### src/rtl/core/rgb565_box_downscaler_assert.svh
`ifndef RGB565_BOX_DOWNSCALER_ASSERT_SVH
`define RGB565_BOX_DOWNSCALER_ASSERT_SVH

// Same-cycle implication, checked out of reset.
`define RBD_ASSERT_IMPL(label, ante, cons, msg) \
  label: assert property (@(posedge clk_i) disable iff (!rst_ni) (ante) |-> (cons)) \
    else $error(msg);

// Next-cycle implication, checked out of reset.
`define RBD_ASSERT_NEXT(label, ante, cons, msg) \
  label: assert property (@(posedge clk_i) disable iff (!rst_ni) (ante) |=> (cons)) \
    else $error(msg);

`endif

### src/rtl/core/rbd_pkg.sv
package rbd_pkg;

  localparam int DIV_LANES = 3;
  localparam int DIV_DW    = 27;
  localparam int DIV_VW    = 22;
  localparam int DIV_CW    = 5;

  localparam int SUM_R_W = 25;
  localparam int SUM_G_W = 26;
  localparam int SUM_B_W = 25;
  localparam int SUM_W   = SUM_R_W + SUM_G_W + SUM_B_W;

  localparam int CFG_IDX_W  = 8;
  localparam int CFG_DATA_W = 11;

  localparam logic [CFG_IDX_W-1:0] CFG_SOURCE_WIDTH   = 8'd0;
  localparam logic [CFG_IDX_W-1:0] CFG_SOURCE_HEIGHT  = 8'd1;
  localparam logic [CFG_IDX_W-1:0] CFG_TARGET_WIDTH   = 8'd2;
  localparam logic [CFG_IDX_W-1:0] CFG_TARGET_HEIGHT  = 8'd3;
  localparam logic [CFG_IDX_W-1:0] CFG_AVERAGE_ENABLE = 8'd4;

  localparam int TARGET_HEIGHT_LIMIT = 256;
  localparam int BOX_RATIO_X8        = 12;

  typedef struct packed {
    logic                                start;
    logic [DIV_VW-1:0]                   divisor;
    logic [DIV_LANES-1:0][DIV_DW-1:0]    dividend;
  } div_req_t;

  typedef struct packed {
    logic                                busy;
    logic [DIV_LANES-1:0][DIV_DW-1:0]    quot;
    logic [DIV_VW-1:0]                   rem;
  } div_rsp_t;

endpackage

### src/rtl/core/rbd_div.sv
module rbd_div (
  input  logic              clk_i,
  input  logic              rst_ni,
  input  rbd_pkg::div_req_t req_i,
  output rbd_pkg::div_rsp_t rsp_o
);

  logic                                             busy_q;
  logic [rbd_pkg::DIV_CW-1:0]                       cnt_q;
  logic [rbd_pkg::DIV_VW-1:0]                       divisor_q;
  logic [rbd_pkg::DIV_LANES-1:0][rbd_pkg::DIV_DW-1:0] quot_q;
  logic [rbd_pkg::DIV_LANES-1:0][rbd_pkg::DIV_VW-1:0] rem_q;
  logic [rbd_pkg::DIV_LANES-1:0][rbd_pkg::DIV_DW-1:0] quot_d;
  logic [rbd_pkg::DIV_LANES-1:0][rbd_pkg::DIV_VW-1:0] rem_d;

  // One restoring step per lane, all lanes share the divisor.
  always_comb begin
    logic [rbd_pkg::DIV_VW:0] sh;
    for (int l = 0; l < rbd_pkg::DIV_LANES; l++) begin
      sh = {rem_q[l], quot_q[l][rbd_pkg::DIV_DW-1]};
      if (sh >= {1'b0, divisor_q}) begin
        rem_d[l]  = rbd_pkg::DIV_VW'(sh - {1'b0, divisor_q});
        quot_d[l] = {quot_q[l][rbd_pkg::DIV_DW-2:0], 1'b1};
      end else begin
        rem_d[l]  = sh[rbd_pkg::DIV_VW-1:0];
        quot_d[l] = {quot_q[l][rbd_pkg::DIV_DW-2:0], 1'b0};
      end
    end
  end

  always_ff @(posedge clk_i or negedge rst_ni) begin
    if (!rst_ni) begin
      busy_q <= 1'b0;
      cnt_q  <= '0;
    end else if (req_i.start) begin
      busy_q <= 1'b1;
      cnt_q  <= rbd_pkg::DIV_CW'(rbd_pkg::DIV_DW - 1);
    end else if (busy_q) begin
      if (cnt_q == '0) begin
        busy_q <= 1'b0;
      end
      cnt_q <= cnt_q - 1'b1;
    end
  end

  always_ff @(posedge clk_i) begin
    if (req_i.start) begin
      divisor_q <= req_i.divisor;
      quot_q    <= req_i.dividend;
      rem_q     <= '0;
    end else if (busy_q) begin
      quot_q <= quot_d;
      rem_q  <= rem_d;
    end
  end

  assign rsp_o.busy = busy_q;
  assign rsp_o.quot = quot_q;
  assign rsp_o.rem  = rem_q[0];

endmodule

### config.mk
export PLATFORM = sky130hd
export DESIGN_NAME = rbd_div
export DESIGN_NICKNAME = d
export VERILOG_FILES = /design/src/rtl/core/rgb565_box_downscaler_assert.svh /design/src/rtl/core/rbd_pkg.sv /design/src/rtl/core/rbd_div.sv
export SDC_FILE = /design/constraint.sdc
export NUM_CORES = 1
export LEC_CHECK = 0
export BUFFER_PORTS_ARGS = -buffer_cell sky130_fd_sc_hd__clkbuf_2
export CORE_MARGIN = 3
export CORE_UTILIZATION = 40
export DETAILED_ROUTE_END_ITERATION = 7
export PLACE_DENSITY = 0.6
export SYNTH_ARGS = -nofsm -noshare
export SYNTH_HDL_FRONTEND = slang
export SYNTH_SLANG_ARGS = --single-unit
### constraint.sdc
create_clock -name clk_i -period 2.94 [get_ports clk_i]
set_input_delay 0.147 -clock clk_i [delete_from_list [all_inputs] [get_ports clk_i]]
set_output_delay 0.147 -clock clk_i [all_outputs]
set_load 0.005 [all_outputs]
## After elaboration in Yosys (flattened, before gate mapping)

Index checks and enable logic that the tools add are counted.

- Muxes and demuxes: 13
- Add/sub/neg operators: 4
- Reductions and logical operators: 2
- Order comparisons: 3

Operator list:

| operator | count |
|---|---|
| 81-bit 2-to-1 mux | 2 |
| 23-bit by 22-bit >= comparator with 1-bit output | 3 |
| 22-bit 2-to-1 mux | 3 |
| 22-bit subtractor | 3 |
| 5-bit 2-to-1 mux | 2 |
| 1-bit 2-to-1 mux | 6 |
| 5-bit zero test | 1 |
| 5-bit by 1-bit subtractor with 5-bit output, second input constant | 1 |
| 2-bit nonzero test | 1 |

- Output and inout port bits: 104
- Word-level logic and storage cells: 31
- Bits in registers: 175
- Input port bits: 106

## Depth between registers and ports, before layout

- Depth in word-level cells: 4
- Gate-level depth with buffers: 12

## Worst setup path after synthesis

No wires, ideal clock.

- Path type: register -> register
- From: register divisor_q[1] (netlist bit)
- To: register rem_q[62] (netlist bit)
- Arrival time: 2803 ps
- Clock period less this slack: 2894 ps
- Path buffers: 0
- Stages on the path, launching flop included: 11
- Setup slack: 46 ps
- Data required time: 2849 ps
- Cell sequence: edfxtp_1 inv_1 ha_1 nor2b_1 o31ai_1 a2111oi_2 o31ai_2 a211oi_4 o21ai_2 or4b_1 a311oi_1

- Cells in the longest elaborated chain, start to end: 2
- Elaborated cells between the ends (all ways): 3

Ends and longest elaborated chain:

| element | RTL line | source |
|---|---|---|
| from (decl) | rbd_div.sv:10 | `logic [rbd_pkg::DIV_VW-1:0] divisor_q;` |
| from (signal assigned) | rbd_div.sv:48 | `divisor_q <= req_i.divisor;` |
| 22-bit subtractor or 23-bit by 22-bit >= comparator with 1-bit output (tied branches) | rbd_div.sv:22, rbd_div.sv:21 |  |
| 22-bit 2-to-1 mux (*) | rbd_div.sv:21 | `if (sh >= {1'b0, divisor_q}) begin` |
| to (signal assigned) | rbd_div.sv:53 | `rem_q <= rem_d;` |
| to (decl) | rbd_div.sv:12 | `logic [rbd_pkg::DIV_LANES-1:0][rbd_pkg::DIV_VW-1:0] rem_q;` |

Every way passes the cells marked *; elsewhere a longest branch is shown, timed or not.
A chain may end at the register's enable or synchronous reset.

## Worst setup path in the final report

- From: register divisor_q[4] (netlist bit)
- To: register rem_q[25] (netlist bit)

- Cells in the longest elaborated chain, start to end: 2

Ends and longest elaborated chain:

| element | RTL line |
|---|---|
| 23-bit by 22-bit >= comparator with 1-bit output | rbd_div.sv:21 |
| 22-bit 2-to-1 mux | rbd_div.sv:21 |

No other way between the ends.

==> metrics.md <==
| Metric | Value |
|---|---|
| CP Capture Type | `flip-flop` |
| Initial antenna violation count | `0` |
| Yosys reg bits | `175` |
| Yosys top cell by area | `edfxtp_1` |
| Setup TNS | `0 ns` |
| Hold Crit Class | `primary input to flip-flop` |
| Final Instance Count excl. Fillers | `1731` |
| Drt total wl | `32700 µm` |
| GR Layer Usage met3 | `5.67%` |
| CTS tree | `yes` |
| Fin crit period | `2.94 ns` |
| CTS Buf Count | `17` |
| Gr ovfl total | `0` |
| Routed len/inst | `18.9 µm` |
| Total number of vias | `9401` |
| GR Layer Usage met2 | `36.5%` |
| H-tree depth | `4` |
| Global-route wire length before repair | `50100 µm` |
| ANT nets after route | `0` |
| FFs w/ async S/R, synth | `3.43%` |
| Final core utilization | `55.4%` |
| Crit Path Max Fanout | `6` |
| Worst hold slack | `0.0136 ns` |
| GP Congestion | `0.866` |
| Syn nets | `1223` |
| Initial DRC Count | `653` |
| Root Driver | `clkbuf_16` |
| Layout net count | `1560` |
| Cells after Synth | `1046` |
| DR DRC count | `0` |
| Insertion delay to the later sink of the worst-skew pair | `0.45 ns` |
| Clock Sinks | `175` |
| Detailed Routing Iterations Pass 1 | `7` |
| Worst Max-Slew Pin Slew | `0.659 ns` |
| Layout cells sized above 1 | `38.0%` |
| Max VDD drop | `0.442 mV` |
| Critical Path RT | `3.27 ns` |
| Grt met1 use | `28.0%` |
| Ys flop type | `edfxtp_1` |
| Port bufs | `209` |
| Placeable core region | `26300 µm²` |
| Relative slew slack | `56.1%` |
| Die Area | `28900 µm²` |
| Final Hold Viols | `0` |
| Outcome | `finished clean` |
| Post-Syn Area | `10800 µm²` |
| Gr busiest metal | `met2` |
| GRT Resource Usage Total | `21.8%` |
| Avg Inst Size Synth | `10.3 µm²` |
| Vias in the first global route | `9438` |
| Clk slew on worst S/H paths | `0.08 ns` |
| Die height | `170 µm` |
| # fillers | `2307` |
| Unique masters post-synth | `72` |
| Post-synth EDFFs | `103` |
| Yosys warning total | `0` |
| Width of the die | `170 µm` |
| Unrepaired setup endpoints after global routing | `yes` |
| Slew Limit Fails | `0` |
| WS Path Type | `flip-flop to flip-flop` |
| Hpwl dp | `23100 µm` |
| Largest cells by area after synthesis | `edfxtp_1 (29%), dfxtp_1 (12%), mux2_2 (8.8%)` |
| Antenna cells | `0` |
| FMAX | `341 MHz` |
| PD cells | `742 nW/µm²` |
| Leak Pwr | `6.38 nW` |
| Final Setup Violations | `0` |
| DP Cell Count | `1618` |
| Area delta synth->final | `35.0%` |
| Max Root-Sink Buffers | `2` |
| Max Clock Skew | `0.0217 ns` |
| Num ports | `210` |
| Worst Setup Start Kind | `flip-flop` |
| Crit share post-route | `99.9%` |
| Starting density of the core | `41.0%` |
| Post-synth top area share | `28.7%` |
| Vias per std cell | `5.43` |
| # rows | `59` |
| WP data arrival | `3.26 ns` |
| Post-synthesis sequential area ratio | `42.4%` |
| Max-cap viol count | `0` |
| Largest net degree at the start of global routing | `59` |
-- cell type report --
cell class / count / area, µm² / area share, %
Tap cell: 335 / 419 / 2.88
Multi-Input combinational cell: 758 / 6180 / 42.5
Timing Repair Buffer: 386 / 2630 / 18.1
Clock inverter: 14 / 153 / 1.05
Clock buffer: 18 / 429 / 2.95
Inverter: 45 / 173 / 1.19
Sequential cell: 175 / 4570 / 31.4
-- synthesized netlist by cell type, drive strengths merged, types with 35 or more instances --
cell type	instances
a211oi	35
a21oi	50
clkbuf	36
dfxtp	66
edfxtp	103
ha	68
inv	45
mux2	84
nand2	68
nor2	69
o21ai	58
xnor2	35
-- registers in the layout, indices dropped and copies added (netlist names) --
signal	cells
divisor_q	22
rem_q	44
busy_q	1
rsp_o	103
cnt_q	5
-- power by group --
group	switching (mW)	total (mW)	internal, mW
sequential	0.425	3.49	3.06
combinational	2.45	4.99	2.54
clock	1.16	2.31	1.15
-- cells by family (layout without fill, tap and decap cells) --
group / after synthesis / count (layout) / synth area share (%)
AOI/OAI and AO/OA: 257 / 257 / 16.5
adders and majority gates: 71 / 71 / 8.45
xor gates and xnor gates: 50 / 50 / 4.06
and+or+nand+nor: 262 / 262 / 11.8
DFF: 175 / 175 / 42.4
buffers and inverters: 113 / 463 / 4.84
muxes: 118 / 118 / 11.9
-- metrics by stage --
| stage | setup slack [ns] | total power [mW] | area, µm² |
|---|---|---|---|
| 5_1_grt | -0.105 | 11.5 | 14500 |
| 3_5_place_dp | -0.0896 | 7.90 | 12700 |
| 6_report | 0.00379 | 10.8 | 14500 |
| 4_1_cts | -0.0432 | 10.4 | 14000 |
| 2_1_floorplan | 0.0461 | 6.40 | 10800 |
| 3_3_place_gp | -0.0596 | 7.87 | 12700 |
-- metal layers --
layer,routed length [µm],part of all wire [%],vias up
li1,-,-,4562
met1,14200,43,4500
met2,15800,48,296
met3,2130,6.5,43
met4,591,1.8,0
met5,0,0,-
-- worst paths after layout --
path                       slack, ns  depth (start not counted)                      to                   start
setup / recovery               0.004                         12  rem_q[25]$_SDFFE_PP0P_  divisor_q[4]$_DFFE_PP_
hold / removal                  0.01                          2     rsp_o[91]$_DFFE_PP_               req_i[69]
setup reg to reg               0.004                         12  rem_q[25]$_SDFFE_PP0P_  divisor_q[4]$_DFFE_PP_
hold reg to reg                 0.48                          2  rsp_o[21]$_SDFFE_PP0P_  rsp_o[21]$_SDFFE_PP0P_
max in group asynchronous       2.70                          2        busy_q$_DFF_PN0_                  rst_ni
min in group asynchronous       0.07                          2    cnt_q[1]$_DFFE_PN0P_                  rst_ni
-- critical path, cell delays in order (launching register included) --
cell and delay, ns:
edfxtp_1 0.42, inv_4 0.13, ha_4 0.18, o211ai_1 0.13, and2_4 0.17, a211o_1 0.31, a2111oi_4 0.47, o211ai_1 0.22
a21boi_2 0.17, buf_6 0.15, clkbuf_16 0.17, nor3_4 0.04, a221o_1 0.27
-- layout by cell type (no fill, tap or decap), types with 10 or more instances in the layout --
cell type      Yosys  final
clkbuf_2           0    208
edfxtp_1         103    103
buf_4             24    103
mux2_2            84     84
nand2_1           68     68
nor2_1            69     67
dfxtp_1           66     66
dlygate4sd3_1      0     65
ha_1              68     50
a21oi_1           50     47
o21ai_0           55     44
xnor2_1           35     35
mux2i_1           34     34
inv_1             45     33
a211oi_1          34     30
a21o_1            26     25
nor3_1            29     21
nand3_1           18     18
clkbuf_16          0     18
nand2b_1          17     16
xor2_1            15     15
ha_4               0     14
inv_2              0     10
-- repair_timing --
action / 4_1_cts / 5_1_grt
hold endpoints to repair: 70 / 0
pin swaps: 6 / 41
resized for setup: 17 / 93
setup buffers: 2 / 13
hold buffers: 65 / 0
endpoints found under the setup margin: 26 / 66
cloned: 0 / 1
(Power assumes the default switching activity.)
